## config.mk

```make
export PLATFORM = sky130hd
export DESIGN_NAME = ccp_sweep
export DESIGN_NICKNAME = d
export VERILOG_FILES = /design/src/rtl/ccp_pkg.sv /design/src/rtl/ccp_sweep.sv
export SDC_FILE = /design/constraint.sdc
export NUM_CORES = 2
export LEC_CHECK = 0
export ABC_AREA = 0
export BUFFER_PORTS_ARGS = -buffer_cell sky130_fd_sc_hd__buf_4
export CORE_UTILIZATION = 50
export CTS_CLUSTER_DIAMETER = 50
export DETAILED_ROUTE_END_ITERATION = 6
export PLACE_DENSITY = 0.7
export SLEW_MARGIN = 30
export SYNTH_ARGS = -nofsm -noshare
export SYNTH_HDL_FRONTEND = slang
export SYNTH_SLANG_ARGS = --single-unit
```

## constraint.sdc

```tcl
create_clock -name clk -period 7.8 [get_ports clk]
set_input_delay 1.95 -clock clk [delete_from_list [all_inputs] [get_ports clk]]
set_output_delay 1.95 -clock clk [all_outputs]
set_load 0.005 [all_outputs]
```

## src/rtl/ccp_pkg.sv

```systemverilog
`timescale 1ns / 1ps

package ccp_pkg;

  // Canvas geometry
  localparam int MAX_SIDE = 256;
  localparam int SIDE_W   = $clog2(MAX_SIDE);
  localparam int USE_W    = SIDE_W + 1;
  localparam int ADDR_W   = 2 * SIDE_W;

  // Fixed point
  localparam int FRAC_BITS = 8;
  localparam int FIXED_ONE = 1 << FRAC_BITS;
  localparam int COORD_W   = 20;
  localparam int POS_W     = SIDE_W + FRAC_BITS + 1;
  localparam int DIFF_W    = ((POS_W > COORD_W) ? POS_W : COORD_W) + 1;
  localparam int MAG_W     = DIFF_W;
  localparam int SQ_W      = 2 * MAG_W;
  localparam int D2_W      = SQ_W + 1;
  localparam int R_SQ_W    = 2 * COORD_W;

  // Port field widths
  localparam int SIZE_W  = 9;
  localparam int BYTE_W  = 8;
  localparam int CELL_W  = 8;
  localparam int CIDX_W  = 2;
  localparam int CFG_W   = 9;

  // Configuration register indexes
  localparam logic [CIDX_W-1:0] CFG_WIDTH      = 2'd0;
  localparam logic [CIDX_W-1:0] CFG_HEIGHT     = 2'd1;
  localparam logic [CIDX_W-1:0] CFG_BACKGROUND = 2'd2;

  // Status codes
  localparam logic STATUS_DONE   = 1'b0;
  localparam logic STATUS_REJECT = 1'b1;

  typedef enum logic [1:0] {
    MODE_CLEAR,
    MODE_OUTLINE,
    MODE_FILLED,
    MODE_READ
  } mode_t;

  typedef struct packed {
    logic                      clear;
    logic                      filled;
    logic signed [COORD_W-1:0] cx;
    logic signed [COORD_W-1:0] cy;
    logic        [COORD_W-1:0] r;
    logic        [BYTE_W-1:0]  color;
    logic        [USE_W-1:0]   w;
    logic        [USE_W-1:0]   h;
  } sweep_job_t;

  typedef struct packed {
    logic              en;
    logic [ADDR_W-1:0] addr;
    logic [BYTE_W-1:0] data;
  } canvas_wr_t;

  // Clamp a size register to the canvas side
  function automatic logic [USE_W-1:0] side_in_use(input logic [SIZE_W-1:0] v);
    logic [USE_W-1:0] res;
    if (int'(v) > MAX_SIDE) begin
      res = USE_W'(MAX_SIDE);
    end else begin
      res = USE_W'(v);
    end
    return res;
  endfunction

endpackage

```

## src/rtl/ccp_sweep.sv

```systemverilog
`timescale 1ns / 1ps

module ccp_sweep
  import ccp_pkg::*;
(
  input  logic       clk,
  input  logic       rst,
  input  logic       start,
  input  sweep_job_t job,
  output canvas_wr_t wr,
  output logic       busy
);

  sweep_job_t        job_q;
  logic              scan;
  logic [SIDE_W-1:0] col;
  logic [SIDE_W-1:0] row;
  logic              col_last;
  logic              row_last;

  logic              v1;
  logic              v2;
  logic [MAG_W-1:0]  absx;
  logic [MAG_W-1:0]  absy;
  logic [ADDR_W-1:0] addr1;
  logic [SQ_W-1:0]   sqx;
  logic [SQ_W-1:0]   sqy;
  logic [ADDR_W-1:0] addr2;

  logic [R_SQ_W-1:0]  outer_q;
  logic [R_SQ_W-1:0]  inner_q;
  logic               inner_open_q;
  logic [COORD_W-1:0] inner_r;
  logic               inner_open;

  logic [DIFF_W-1:0]        pos_x;
  logic [DIFF_W-1:0]        pos_y;
  logic signed [DIFF_W-1:0] dx;
  logic signed [DIFF_W-1:0] dy;
  logic [D2_W-1:0]          d2;
  logic                     in_disk;
  logic                     ring;
  logic                     hit;

  assign col_last = USE_W'(col) == (job_q.w - USE_W'(1));
  assign row_last = USE_W'(row) == (job_q.h - USE_W'(1));

  // Scan flag and stage valids
  always_ff @(posedge clk) begin
    if (rst) begin
      scan <= 1'b0;
      v1   <= 1'b0;
      v2   <= 1'b0;
    end else begin
      v1 <= scan;
      v2 <= v1;
      if (start) begin
        scan <= (job.w != '0) && (job.h != '0);
      end else if (scan && col_last && row_last) begin
        scan <= 1'b0;
      end
    end
  end

  always_ff @(posedge clk) begin
    if (start) begin
      job_q <= job;
      col   <= '0;
      row   <= '0;
    end else if (scan) begin
      if (col_last) begin
        col <= '0;
        row <= row + SIDE_W'(1);
      end else begin
        col <= col + SIDE_W'(1);
      end
    end
  end

  // Radius squares, ready before the first compare
  assign inner_r    = job_q.r - COORD_W'(FIXED_ONE);
  assign inner_open = job_q.r < COORD_W'(FIXED_ONE);

  always_ff @(posedge clk) begin
    outer_q      <= job_q.r * job_q.r;
    inner_q      <= inner_open ? '0 : inner_r * inner_r;
    inner_open_q <= inner_open;
  end

  // Stage 1: offsets from the center, magnitude
  assign pos_x = DIFF_W'(col) << FRAC_BITS;
  assign pos_y = DIFF_W'(row) << FRAC_BITS;
  assign dx    = $signed(pos_x) - DIFF_W'(job_q.cx);
  assign dy    = $signed(pos_y) - DIFF_W'(job_q.cy);

  always_ff @(posedge clk) begin
    absx  <= dx[DIFF_W-1] ? MAG_W'(-dx) : MAG_W'(dx);
    absy  <= dy[DIFF_W-1] ? MAG_W'(-dy) : MAG_W'(dy);
    addr1 <= {row, col};
  end

  // Stage 2: squares
  always_ff @(posedge clk) begin
    sqx   <= absx * absx;
    sqy   <= absy * absy;
    addr2 <= addr1;
  end

  // Coverage test and write
  assign d2      = D2_W'(sqx) + D2_W'(sqy);
  assign in_disk = d2 <= D2_W'(outer_q);
  assign ring    = inner_open_q || (d2 > D2_W'(inner_q));
  assign hit     = job_q.clear || (in_disk && (job_q.filled || ring));

  assign wr.en   = v2 && hit;
  assign wr.addr = addr2;
  assign wr.data = job_q.color;

  assign busy = scan || v1 || v2;

endmodule

```

==> flow_metrics.tcl <==
set metrics [dict create \
    postSynthAreaPerCell_um2 9.44 \
    grt_util_met3 0.0543 \
    clk_latency_ps 690 \
    wire_per_inst_um 17.9 \
    finalCoreUtilization 0.561 \
    synthesis.area_um2 61100 \
    required_ps 8340 \
    worst_setup_path_end_kind "flop" \
    track_usage 0.255 \
    crit_family "adder cells" \
    fin_crit_sh 0.993 \
    crit_buf_inv 7 \
    hold_path.class "reg2reg" \
    cp-start-kind "flop" \
    ant_nets 0 \
    clock.fmax_mhz 129 \
    period_minus_slack_ps 7740 \
    ctsHtreeMaxLevel 2 \
    placed_cell_area_um2 65300 \
    worst_pin_slew_ps 961 \
    yosys_warnings 0 \
    synth-seq-cells 342 \
    status "complete, no violations" \
    final_cell_mix "1617 x inv_1, 1161 x fa_1, 710 x ha_1" \
    async_flop_share 0 \
    cts.clk_slew.worst_paths_ps 60 \
    syn2layout_area_growth_pct 10.7 \
    cp_common_cell "fa_1" \
    core_um2 121000 \
    grt_pass1_vias 47788 \
    layout_commonest_cell "inv_1" \
    gp_congestion 0.914 \
    die_h_um 352 \
    die_area_um2 124000 \
    initial_core_util 0.507 \
    worst_slew_margin_rel 0.359 \
    maxCapViolations 0 \
    fin_area_um2 67700 \
    vias 43570 \
    worstPathMaxFanout 4 \
    arrival_ps 8280 \
    route.detailed.drc 0 \
    cts-buffers-inserted 52 \
    cts_tree "done" \
    cts_root_buf "clkbuf_16" \
    syn_inst 6473 \
    synth_cell_types 84 \
    crit_slowest_cell "fa_1" \
    numClockSinks 342 \
    final_nets 8697 \
    dp_hpwl_mm 127 \
    avgViaCountPerCell 5.20 \
    finalSetupViolCount 0 \
    synth-edff-count 88 \
    die_w_um 352 \
    wirelength_mm 150 \
    grt_pass1_wl_mm 246 \
    slowest_delay_ps 540 \
    met2_usage 0.431 \
    drive_gt1_frac 0.0883 \
    dp_slack_ps -80.9 \
    port_buffers 116 \
    grt_antenna_before_repair 3 \
    grt-ovfl-total 0 \
    grt_max_degree 67 \
    worst-setup-path-type "reg2reg" \
    hold_viol_final 0 \
    setup_tns_ps 0 \
    grt_use_met1 0.323 \
    rsz0062_at_grt "yes" \
    io-pin-count 117 \
    hold_buffers 0 \
    first_iter_violations 2112 \
    clockBufferDepth 3 \
    grt.busiest_layer "met2" \
    nFillCells 10464 \
    row_count 127 \
    skew_ps 68.0 \
    yosysSeqAreaShare 0.126 \
    drt_first_pass_iters 5 \
    ys.flop_type "dfxtp_1" \
    finalMaxSlewViolations 0 \
    setup_ws_ps 58.2 \
    diodes 0 \
]
registers in the layout, indices dropped and copies added, names as in the netlist:
name          count
outer_q          39
inner_open_q      1
v1                1
wr                8
addr1            16
row               8
job_q            80
addr2            16
absy             21
v2                1
sqx              41
col               8
absx             21
scan              1
sqy              41
inner_q          39
repair_timing:
| item | CTS | global route |
|---|---|---|
| setup endpoints to repair | 3 | 26 |
| resized for setup | 16 | 73 |
| setup buffers | 0 | 16 |
| pin swaps | 8 | 33 |
worst reg2reg max path, delay by kind of cell (launching register included):
kind / cells / cell delay (ps)
DFF: 1 / 450
buffers and inverters: 7 / 500
xor gates and xnor gates: 2 / 270
adders and majority gates: 9 / 3970
and+or+nand+nor: 6 / 1380
AOI/OAI and AO/OA: 6 / 1040
area by class of cell:
| class | instances | area [um^2] | area share |
|---|---|---|---|
| multi-input cells | 4329 | 47000 | 0.695 |
| inverters | 1630 | 6120 | 0.0905 |
| flip-flops and latches | 342 | 7740 | 0.114 |
| well taps | 1612 | 2020 | 0.0298 |
| clock buffers | 56 | 1350 | 0.0199 |
| clock inverters | 42 | 556 | 0.00821 |
| repair buffers | 371 | 2860 | 0.0422 |
per-layer routing:
layer,vias to the layer above,share of wire
met1,21712,0.41
met5,-,0
met2,1214,0.48
met3,269,0.074
met4,0,0.034
li1,20375,-
cells in the mapped netlist (20+ instances only):
library cell / number / area share
nor3_1: 50 / 0.0041
xor2_1: 111 / 0.016
dfxtp_1: 254 / 0.083
o21ai_0: 118 / 0.0097
and2_1: 299 / 0.031
nand3_1: 49 / 0.0040
or3_1: 20 / 0.0020
a21oi_1: 200 / 0.016
o21a_1: 20 / 0.0025
clkbuf_1: 162 / 0.0099
nand2_1: 476 / 0.029
a21o_1: 127 / 0.016
nor2_1: 298 / 0.018
ha_1: 719 / 0.15
a31oi_1: 26 / 0.0027
nor2b_1: 54 / 0.0055
xnor2_1: 209 / 0.030
and3_1: 27 / 0.0028
nand4_1: 53 / 0.0054
edfxtp_1: 88 / 0.043
a211oi_1: 24 / 0.0029
inv_1: 1623 / 0.10
nand2b_1: 42 / 0.0043
fa_1: 1161 / 0.38
o21bai_1: 27 / 0.0033
worst paths after layout:
kind | slack [ps] | endpoint | start | depth (start not counted)
hold / removal | 330 | addr2[13] | addr1[13] | 0
setup / recovery | 60 | inner_q[39] | job_q[35] | 30
setup reg to reg | 60 | inner_q[39] | job_q[35] | 30
hold reg to reg | 330 | addr2[13] | addr1[13] | 0
metrics by stage:
stage,hold WS [ps],std cells
6_report,327,8382
5_1_grt,336,8382
4_1_cts,328,8366
3_5_place_dp,312,8268
3_3_place_gp,311,8268
2_1_floorplan,310,6474
cell families after synthesis:
| group | count (synthesis) | synth area share |
|---|---|---|
| other | 1 | 0.0000613 |
| buffers and inverters | 1803 | 0.111 |
| flip-flops | 342 | 0.126 |
| AND/OR/NAND/NOR | 1447 | 0.116 |
| multiplexers | 9 | 0.00156 |
| XOR/XNOR | 320 | 0.0458 |
| AO/OA/AOI/OAI | 671 | 0.0710 |
| adder cells (fa/ha/maj) | 1880 | 0.527 |
Power is not shown: default switching activity piles up to over one toggle a cycle in this logic, so the estimate is an artifact.
